`src/design/tfs_pkg.sv`:
```
// Shared constants, types and byte-order helpers for the timestamp field shifter.
package tfs_pkg;

    localparam logic [31:0] NS_PER_SEC        = 32'd1000000000;
    localparam logic [15:0] MIN_BUFFER_LENGTH = 16'd12;
    localparam logic [63:0] SEC_LIMIT_NS      = 64'd2147483648000000000;
    localparam logic [31:0] RECIP_MULT        = 32'd2305843009;

    typedef enum logic [1:0] {
        ST_SHIFTED     = 2'd0,
        ST_ZERO_KEPT   = 2'd1,
        ST_CLAMPED     = 2'd2,
        ST_NOT_PATCHED = 2'd3
    } status_t;

    typedef struct packed {
        logic        little;
        logic [63:0] raw;
        logic        early;
        status_t     early_status;
        logic        clamped;
        logic        ovf;
    } tag_t;

    function automatic logic [31:0] swap32(input logic [31:0] v);
        return {v[7:0], v[15:8], v[23:16], v[31:24]};
    endfunction

    function automatic logic [31:0] to_host(input logic [31:0] raw, input logic little);
        return little ? raw : swap32(raw);
    endfunction

endpackage

```
`src/design/timestamp_field_shifter_core.sv`:
```
// Top level: offset register, front and divide pipelines, output formatting register.
// An accepted item word passes four front stages, four divide stages and one output stage, in that order.
// Throughput: one item word per cycle while the result side does not stall.
// A stall on the result side backs up through the valid bits; empty stages keep filling.
// Reset clears every stage valid bit and sets the offset register to zero.
module timestamp_field_shifter_core (
    input  logic        clk,
    input  logic        rst_n,
    input  logic        item_valid,
    output logic        item_stall,
    input  logic [15:0] msg_length,
    input  logic [7:0]  encap_flags,
    input  logic [63:0] stamp_bytes,
    input  logic        cfg_write_en,
    input  logic [62:0] cfg_write_data,
    output logic        result_valid,
    input  logic        result_stall,
    output logic [63:0] patched_bytes,
    output logic [1:0]  patch_status
);
    import tfs_pkg::*;

    logic signed [62:0] offset_reg;
    logic               front_ready, front_valid;
    tag_t               front_tag;
    logic [60:0]        front_shifted;
    logic               div_ready, div_valid;
    tag_t               div_tag;
    logic [30:0]        div_sec;
    logic [29:0]        div_nsec;
    logic               out_ready;
    logic               out_valid_reg;
    logic [63:0]        out_bytes_reg, out_bytes_next;
    status_t            out_status_reg, out_status_next;

    always_ff @(posedge clk or negedge rst_n)
    begin
        if (!rst_n)
            offset_reg <= '0;
        else if (cfg_write_en)
            offset_reg <= $signed(cfg_write_data);
    end

    tfs_front u_front (
        .clk           (clk),
        .rst_n         (rst_n),
        .in_valid      (item_valid),
        .in_ready      (front_ready),
        .msg_length    (msg_length),
        .encap_flags   (encap_flags),
        .stamp_bytes   (stamp_bytes),
        .offset_ns     (offset_reg),
        .out_valid     (front_valid),
        .out_ready     (div_ready),
        .out_tag       (front_tag),
        .out_shifted   (front_shifted)
    );

    tfs_divide u_divide (
        .clk        (clk),
        .rst_n      (rst_n),
        .in_valid   (front_valid),
        .in_ready   (div_ready),
        .in_tag     (front_tag),
        .in_shifted (front_shifted),
        .out_valid  (div_valid),
        .out_ready  (out_ready),
        .out_tag    (div_tag),
        .out_sec    (div_sec),
        .out_nsec   (div_nsec)
    );

    assign out_ready  = !out_valid_reg || !result_stall;
    assign item_stall = !front_ready;

    always_comb
    begin
        if (div_tag.early)
        begin
            out_bytes_next  = div_tag.raw;
            out_status_next = div_tag.early_status;
        end
        else if (div_tag.ovf)
        begin
            out_bytes_next  = div_tag.raw;
            out_status_next = ST_NOT_PATCHED;
        end
        else
        begin
            out_bytes_next  = {to_host({2'b00, div_nsec}, div_tag.little),
                               to_host({1'b0, div_sec}, div_tag.little)};
            out_status_next = div_tag.clamped ? ST_CLAMPED : ST_SHIFTED;
        end
    end

    always_ff @(posedge clk or negedge rst_n)
    begin
        if (!rst_n)
            out_valid_reg <= 1'b0;
        else if (out_ready)
            out_valid_reg <= div_valid;
    end

    always_ff @(posedge clk)
    begin
        if (out_ready)
        begin
            out_bytes_reg  <= out_bytes_next;
            out_status_reg <= out_status_next;
        end
    end

    assign result_valid  = out_valid_reg;
    assign patched_bytes = out_bytes_reg;
    assign patch_status  = out_status_reg;

    a_clamp_is_zero: assert property (@(posedge clk) disable iff (!rst_n)
        result_valid && patch_status == ST_CLAMPED |-> patched_bytes == 64'd0)
        else $error("clamped word not zero");

    a_zero_kept: assert property (@(posedge clk) disable iff (!rst_n)
        result_valid && patch_status == ST_ZERO_KEPT |-> patched_bytes == 64'd0)
        else $error("zero stamp word altered");

    a_empty_out_no_stall: assert property (@(posedge clk) disable iff (!rst_n)
        !result_valid |-> !item_stall)
        else $error("input stalled with empty output stage");

endmodule

```
`src/design/tfs_front.sv`:
```
// Front pipeline: decode stamp, scale seconds, add offset, clamp and range check.
module tfs_front (
    input  logic               clk,
    input  logic               rst_n,
    input  logic               in_valid,
    output logic               in_ready,
    input  logic [15:0]        msg_length,
    input  logic [7:0]         encap_flags,
    input  logic [63:0]        stamp_bytes,
    input  logic signed [62:0] offset_ns,
    output logic               out_valid,
    input  logic               out_ready,
    output tfs_pkg::tag_t      out_tag,
    output logic [60:0]        out_shifted
);
    import tfs_pkg::*;

    logic               s1_valid_reg, s2_valid_reg, s3_valid_reg, s4_valid_reg;
    logic               s1_ready, s2_ready, s3_ready, s4_ready;
    tag_t               s1_tag_reg, s2_tag_reg, s3_tag_reg, s4_tag_reg;
    tag_t               s1_tag_next, s4_tag_next;
    logic signed [62:0] s1_prod_reg, s1_prod_next;
    logic [31:0]        s1_nsec_reg, s1_nsec_next;
    logic [31:0]        sec_u;
    logic               short_buf;
    logic signed [63:0] s2_total_reg, s2_total_next;
    logic signed [63:0] s3_shifted_reg, s3_shifted_next;
    logic [60:0]        s4_shifted_reg, s4_shifted_next;
    logic               neg;

    assign s4_ready = !s4_valid_reg || out_ready;
    assign s3_ready = !s3_valid_reg || s4_ready;
    assign s2_ready = !s2_valid_reg || s3_ready;
    assign s1_ready = !s1_valid_reg || s2_ready;
    assign in_ready = s1_ready;

    always_comb
    begin
        sec_u        = to_host(stamp_bytes[31:0], encap_flags[0]);
        s1_nsec_next = to_host(stamp_bytes[63:32], encap_flags[0]);
        s1_prod_next = 63'($signed(sec_u)) * $signed(63'(NS_PER_SEC));
        short_buf    = msg_length < MIN_BUFFER_LENGTH;
        s1_tag_next.little       = encap_flags[0];
        s1_tag_next.raw          = stamp_bytes;
        s1_tag_next.early        = short_buf || (stamp_bytes == 64'd0);
        s1_tag_next.early_status = short_buf ? ST_NOT_PATCHED : ST_ZERO_KEPT;
        s1_tag_next.clamped      = 1'b0;
        s1_tag_next.ovf          = 1'b0;
    end

    assign s2_total_next   = 64'(s1_prod_reg) + $signed({32'd0, s1_nsec_reg});
    assign s3_shifted_next = s2_total_reg + 64'(offset_ns);

    always_comb
    begin
        neg                 = s3_shifted_reg[63];
        s4_tag_next         = s3_tag_reg;
        s4_tag_next.clamped = neg;
        s4_tag_next.ovf     = !neg && ($unsigned(s3_shifted_reg) >= SEC_LIMIT_NS);
        s4_shifted_next     = neg ? 61'd0 : s3_shifted_reg[60:0];
    end

    always_ff @(posedge clk or negedge rst_n)
    begin
        if (!rst_n)
        begin
            s1_valid_reg <= 1'b0;
            s2_valid_reg <= 1'b0;
            s3_valid_reg <= 1'b0;
            s4_valid_reg <= 1'b0;
        end
        else
        begin
            if (s1_ready)
                s1_valid_reg <= in_valid;
            if (s2_ready)
                s2_valid_reg <= s1_valid_reg;
            if (s3_ready)
                s3_valid_reg <= s2_valid_reg;
            if (s4_ready)
                s4_valid_reg <= s3_valid_reg;
        end
    end

    always_ff @(posedge clk)
    begin
        if (s1_ready)
        begin
            s1_tag_reg  <= s1_tag_next;
            s1_prod_reg <= s1_prod_next;
            s1_nsec_reg <= s1_nsec_next;
        end
        if (s2_ready)
        begin
            s2_tag_reg   <= s1_tag_reg;
            s2_total_reg <= s2_total_next;
        end
        if (s3_ready)
        begin
            s3_tag_reg     <= s2_tag_reg;
            s3_shifted_reg <= s3_shifted_next;
        end
        if (s4_ready)
        begin
            s4_tag_reg     <= s4_tag_next;
            s4_shifted_reg <= s4_shifted_next;
        end
    end

    assign out_valid   = s4_valid_reg;
    assign out_tag     = s4_tag_reg;
    assign out_shifted = s4_shifted_reg;

endmodule

```
`src/design/tfs_divide.sv`:
```
// Pipelined split of shifted nanoseconds into seconds and nanoseconds by reciprocal multiply.
module tfs_divide (
    input  logic          clk,
    input  logic          rst_n,
    input  logic          in_valid,
    output logic          in_ready,
    input  tfs_pkg::tag_t in_tag,
    input  logic [60:0]   in_shifted,
    output logic          out_valid,
    input  logic          out_ready,
    output tfs_pkg::tag_t out_tag,
    output logic [30:0]   out_sec,
    output logic [29:0]   out_nsec
);
    import tfs_pkg::*;

    logic        d1_valid_reg, d2_valid_reg, d3_valid_reg, d4_valid_reg;
    logic        d1_ready, d2_ready, d3_ready, d4_ready;
    tag_t        d1_tag_reg, d2_tag_reg, d3_tag_reg, d4_tag_reg;
    logic [51:0] x;
    logic [57:0] d1_pph_reg, d1_pph_next, d1_ppl_reg, d1_ppl_next;
    logic [31:0] d1_lo_reg, d2_lo_reg, d3_lo_reg;
    logic [83:0] acc;
    logic [30:0] d2_q_reg, d2_q_next, d3_q_reg;
    logic [31:0] d3_qp_reg, d3_qp_next;
    logic [31:0] rem;
    logic        fix;
    logic [30:0] d4_sec_reg, d4_sec_next;
    logic [29:0] d4_nsec_reg, d4_nsec_next;

    assign d4_ready = !d4_valid_reg || out_ready;
    assign d3_ready = !d3_valid_reg || d4_ready;
    assign d2_ready = !d2_valid_reg || d3_ready;
    assign d1_ready = !d1_valid_reg || d2_ready;
    assign in_ready = d1_ready;

    assign x           = in_shifted[60:9];
    assign d1_pph_next = 58'(x[51:26]) * 58'(RECIP_MULT);
    assign d1_ppl_next = 58'(x[25:0]) * 58'(RECIP_MULT);

    assign acc       = {d1_pph_reg, 26'd0} + 84'(d1_ppl_reg);
    assign d2_q_next = acc[82:52];

    assign d3_qp_next = {1'b0, d2_q_reg} * NS_PER_SEC;

    always_comb
    begin
        rem          = d3_lo_reg - d3_qp_reg;
        fix          = rem >= NS_PER_SEC;
        d4_sec_next  = d3_q_reg + 31'(fix);
        d4_nsec_next = fix ? 30'(rem - NS_PER_SEC) : rem[29:0];
    end

    always_ff @(posedge clk or negedge rst_n)
    begin
        if (!rst_n)
        begin
            d1_valid_reg <= 1'b0;
            d2_valid_reg <= 1'b0;
            d3_valid_reg <= 1'b0;
            d4_valid_reg <= 1'b0;
        end
        else
        begin
            if (d1_ready)
                d1_valid_reg <= in_valid;
            if (d2_ready)
                d2_valid_reg <= d1_valid_reg;
            if (d3_ready)
                d3_valid_reg <= d2_valid_reg;
            if (d4_ready)
                d4_valid_reg <= d3_valid_reg;
        end
    end

    always_ff @(posedge clk)
    begin
        if (d1_ready)
        begin
            d1_tag_reg <= in_tag;
            d1_pph_reg <= d1_pph_next;
            d1_ppl_reg <= d1_ppl_next;
            d1_lo_reg  <= in_shifted[31:0];
        end
        if (d2_ready)
        begin
            d2_tag_reg <= d1_tag_reg;
            d2_q_reg   <= d2_q_next;
            d2_lo_reg  <= d1_lo_reg;
        end
        if (d3_ready)
        begin
            d3_tag_reg <= d2_tag_reg;
            d3_q_reg   <= d2_q_reg;
            d3_qp_reg  <= d3_qp_next;
            d3_lo_reg  <= d2_lo_reg;
        end
        if (d4_ready)
        begin
            d4_tag_reg  <= d3_tag_reg;
            d4_sec_reg  <= d4_sec_next;
            d4_nsec_reg <= d4_nsec_next;
        end
    end

    assign out_valid = d4_valid_reg;
    assign out_tag   = d4_tag_reg;
    assign out_sec   = d4_sec_reg;
    assign out_nsec  = d4_nsec_reg;

    a_nsec_normalized: assert property (@(posedge clk) disable iff (!rst_n)
        d4_valid_reg |-> (32'(d4_nsec_reg) < NS_PER_SEC))
        else $error("nanoseconds not normalized");

    a_estimate_within_one: assert property (@(posedge clk) disable iff (!rst_n)
        d3_valid_reg && !d3_tag_reg.ovf |-> ((d3_lo_reg - d3_qp_reg) < {NS_PER_SEC[30:0], 1'b0}))
        else $error("quotient estimate off by more than one");

    a_stage_holds: assert property (@(posedge clk) disable iff (!rst_n)
        d3_valid_reg && !d3_ready |=> d3_valid_reg && $stable(d3_q_reg))
        else $error("stalled stage lost its word");

endmodule

```
`config.mk`:
```
export PLATFORM = sky130hd
export DESIGN_NAME = timestamp_field_shifter_core
export DESIGN_NICKNAME = d
export VERILOG_FILES = /design/src/design/tfs_pkg.sv /design/src/design/timestamp_field_shifter_core.sv /design/src/design/tfs_front.sv /design/src/design/tfs_divide.sv
export SDC_FILE = /design/constraint.sdc
export NUM_CORES = 2
export LEC_CHECK = 0
export BUFFER_PORTS_ARGS = -buffer_cell sky130_fd_sc_hd__buf_2
export CAP_MARGIN = 20
export CORE_ASPECT_RATIO = 0.5
export CORE_UTILIZATION = 31
export CTS_CLUSTER_DIAMETER = 100
export CTS_CLUSTER_SIZE = 25
export DETAILED_ROUTE_END_ITERATION = 16
export PLACE_DENSITY = 0.57
export SYNTH_ARGS = -nofsm -noshare
export SYNTH_HDL_FRONTEND = slang
export SYNTH_SLANG_ARGS = --single-unit
```
`constraint.sdc`:
```
create_clock -name clk -period 30 [get_ports clk]
set_clock_uncertainty 0.2 [all_clocks]
set_input_delay 3 -clock clk [delete_from_list [all_inputs] [get_ports clk]]
set_output_delay 3 -clock clk [all_outputs]
set_load 0.03 [all_outputs]
```
==> run_results.csv <==
group,metric,value,unit
run_status,status,"finished, final reports clean",
setup_path,required,30.29,ns
clock_tree,cts_sinks,1288,
yosys,synth_cell_type_count,98,
detailed_routing,wl_met2,102000,um
cells_and_area,nets,9308,
setup_path,critPathSlowestCell,"mux2i_1",
cells_and_area,drive_gt1_share,6.89,%
sta,tns,0,ns
yosys,synth_warnings,0,
clock_tree,ctsHtreeMaxLevel,2,
yosys,synth_top_area_share,40.7,%
grt,grt_use_total,14.6,%
setup_path,arrival,11.91,ns
die,num_rows,139,
detailed_routing,wirelength,214000,um
sta,rsz0062_at_grt,"false",
sta,slew_viol_final,0,
detailed_routing,drc_errors,0,
detailed_routing,drtIter0Drc,3353,
yosys,synthArstFlopShare,5.59,%
flow_run,maxCapViolations,0,
clock_tree,cts_setup_buffers,0,
die,io_pins,224,
min_path,hp-class,"reg2reg",
clock_tree,ctsResizeCount,0,
detailed_routing,wl_met3,7470,um
yosys,synthCells,7013,
yosys,ys.flop_type,"edfxtp_1",
clock_tree,ctsHoldBuffers,0,
die,dieArea,292000,um2
yosys,yosys.area.top_type,"edfxtp_1",
clock_tree,cts-root-buf,"clkbuf_16",
yosys,synth-seq-cells,1288,
detailed_routing,wl_per_cell,19.2,um
detailed_routing,ant_nets,0,
setup_path,cp-start-kind,"primary input",
sta,max_freq,86.1,MHz
sta,finalCriticalPeriod,11.62,ns
sta,min_period_over_period,38.7,%
die,die_y,383,um
grt,grt_pass1_vias,52517,
detailed_routing,viasPerCell,4.51,
yosys,synth-edff-count,1216,
die,start_util,31.2,%
sta,final_hold_viol_count,0,
yosys,synth_common_cells,"inv_1 (1,421), edfxtp_1 (1,216), ha_1 (1,021), fa_1 (879), xnor2_1 (274)",
setup_path,cp_slowest_stage_delay,0.67,ns
clock_tree,cts_inserted_buffers,61,
detailed_routing,met1_length,99400,um
sta,slew_headroom,24.8,%
yosys,synth_area_leaders,"edfxtp_1 (41%), fa_1 (20%), ha_1 (14%)",
sta,finalSetupViolCount,0,
detailed_routing,highest_layer,"met4",
place,dp_hpwl,177000,um
yosys,synthesis.area,89800,um2
setup_path,worst-setup-path-type,"in2reg",
yosys,avgSynthCellArea,12.8,um2
clock_tree,clock_latency,0.74,ns
cells_and_area,area_growth,8.75,%
place,place.gp.congestion,0.904,
grt,grt_max_degree,146,
yosys,syn_nets,9069,
grt,grt_overflow_total,0,
clock_tree,clock_path_buffers,3,
grt,antenna_found_initial,14,
yosys,yosysSeqAreaShare,42.7,%
setup_path,end_kind,"flip-flop",
die,die_w,763,um
detailed_routing,drt_first_pass_iters,5,
place,portBuffers,214,
setup_path,crit_fanout,47,
detailed_routing,via_count,50414,
grt,grt_pass1_wl,324000,um
sta,tightest_slew,1.12,ns
clock_tree,path_clk_slew,0.10,ns
die,core,287000,um2
clock_tree,cts_tree,"done",
yosys,synth_most_common_cell,"inv_1",
placed cells by master (no fill, tap or decap), types with 18 or more instances in the layout:
master,netlist,layout
and3_1,47,47
nor3_1,55,55
o211ai_1,20,20
and2_1,19,19
fa_1,879,879
o31ai_1,18,18
dfrtp_1,72,72
xnor2_1,274,274
nand2b_1,49,49
buf_2,5,212
xor2_1,121,121
ha_1,1021,1021
buf_4,1,35
nand2_1,229,225
mux2i_1,75,74
a21o_1,106,106
mux2_2,114,114
o21ai_0,193,193
nand3_1,86,84
nor4_1,26,26
inv_1,1421,1418
nand4_1,48,48
o21a_1,47,47
a211oi_1,19,19
a21oi_1,265,265
edfxtp_1,1216,1216
clkbuf_16,0,62
o21bai_1,45,45
nor2_1,185,185
nor2b_1,92,92
clkbuf_1,53,26
final timing paths:
check,from,endpoint,slack [ns],cells past startpoint
setup / recovery,encap_flags[0],u_front.s1_prod_reg[62]$_DFFE_PN_,18.38,29
hold / removal,u_divide.d3_tag_reg[47]$_DFFE_PP_,u_divide.out_tag[47]$_DFFE_PP_,0.22,0
setup reg to reg,u_front.out_shifted[50]$_SDFFCE_PP0P_,u_divide.d1_pph_reg[55]$_DFFE_PP_,21.79,25
hold reg to reg,u_divide.d3_tag_reg[47]$_DFFE_PP_,u_divide.out_tag[47]$_DFFE_PP_,0.22,0
max in group asynchronous,rst_n,offset_reg[1]$_DFFE_PN0P_,26.50,2
min in group asynchronous,rst_n,result_valid$_DFFE_PN0P_,1.90,1
layer usage:
layer	GRT usage [%]	up-vias
li1	-	24167
met1	20.4	25331
met2	24.8	743
met3	1.39	173
met4	3.26	0
met5	0	-
worst max-delay path, delay by kind of cell:
kind | cells | cell delay [ns]
fa+ha+maj | 8 | 3.34
mux | 1 | 0.67
xor+xnor | 2 | 0.52
simple gates | 4 | 0.52
buf+inv | 7 | 1.53
compound gates | 7 | 2.32
stage by stage:
stage / hold slack, ns / instances / setup WS (ns) / area [um2] / utilization, %
detailed placement: 0.205 / 11066 / 17.56 / 95800 / 33.3
global route: 0.230 / 11170 / 17.92 / 97600 / 34.0
finish: 0.216 / 11172 / 18.38 / 97600 / 34.0
global placement: 0.200 / 11065 / 17.60 / 95800 / 33.3
CTS: 0.220 / 11168 / 18.38 / 97600 / 34.0
floorplan: 0.200 / 7013 / 14.12 / 89800 / -
cells by family after synthesis:
| logic type | count (synthesis) | synth area share (%) |
|---|---|---|
| flip-flops | 1288 | 42.7 |
| adder cells (fa/ha/maj) | 1900 | 33.8 |
| XOR/XNOR | 396 | 3.87 |
| AO/OA/AOI/OAI | 848 | 6.09 |
| multiplexers | 189 | 2.27 |
| AND/OR/NAND/NOR | 898 | 5.00 |
| buffers and inverters | 1494 | 6.28 |
layout make-up:
type	instances	area [um2]
multi-input combinational	4231	45900
clock inverter	14	214
timing repair buffer	248	1340
sequential	1288	38300
clock buffer	88	1650
fill	28302	190000
tap	3877	4850
antenna	4	10.0
inverter	1422	5360
Power is left out: the tool's default activity adds up to more than one toggle a clock period on the data nets, which glitch-free logic cannot reach.
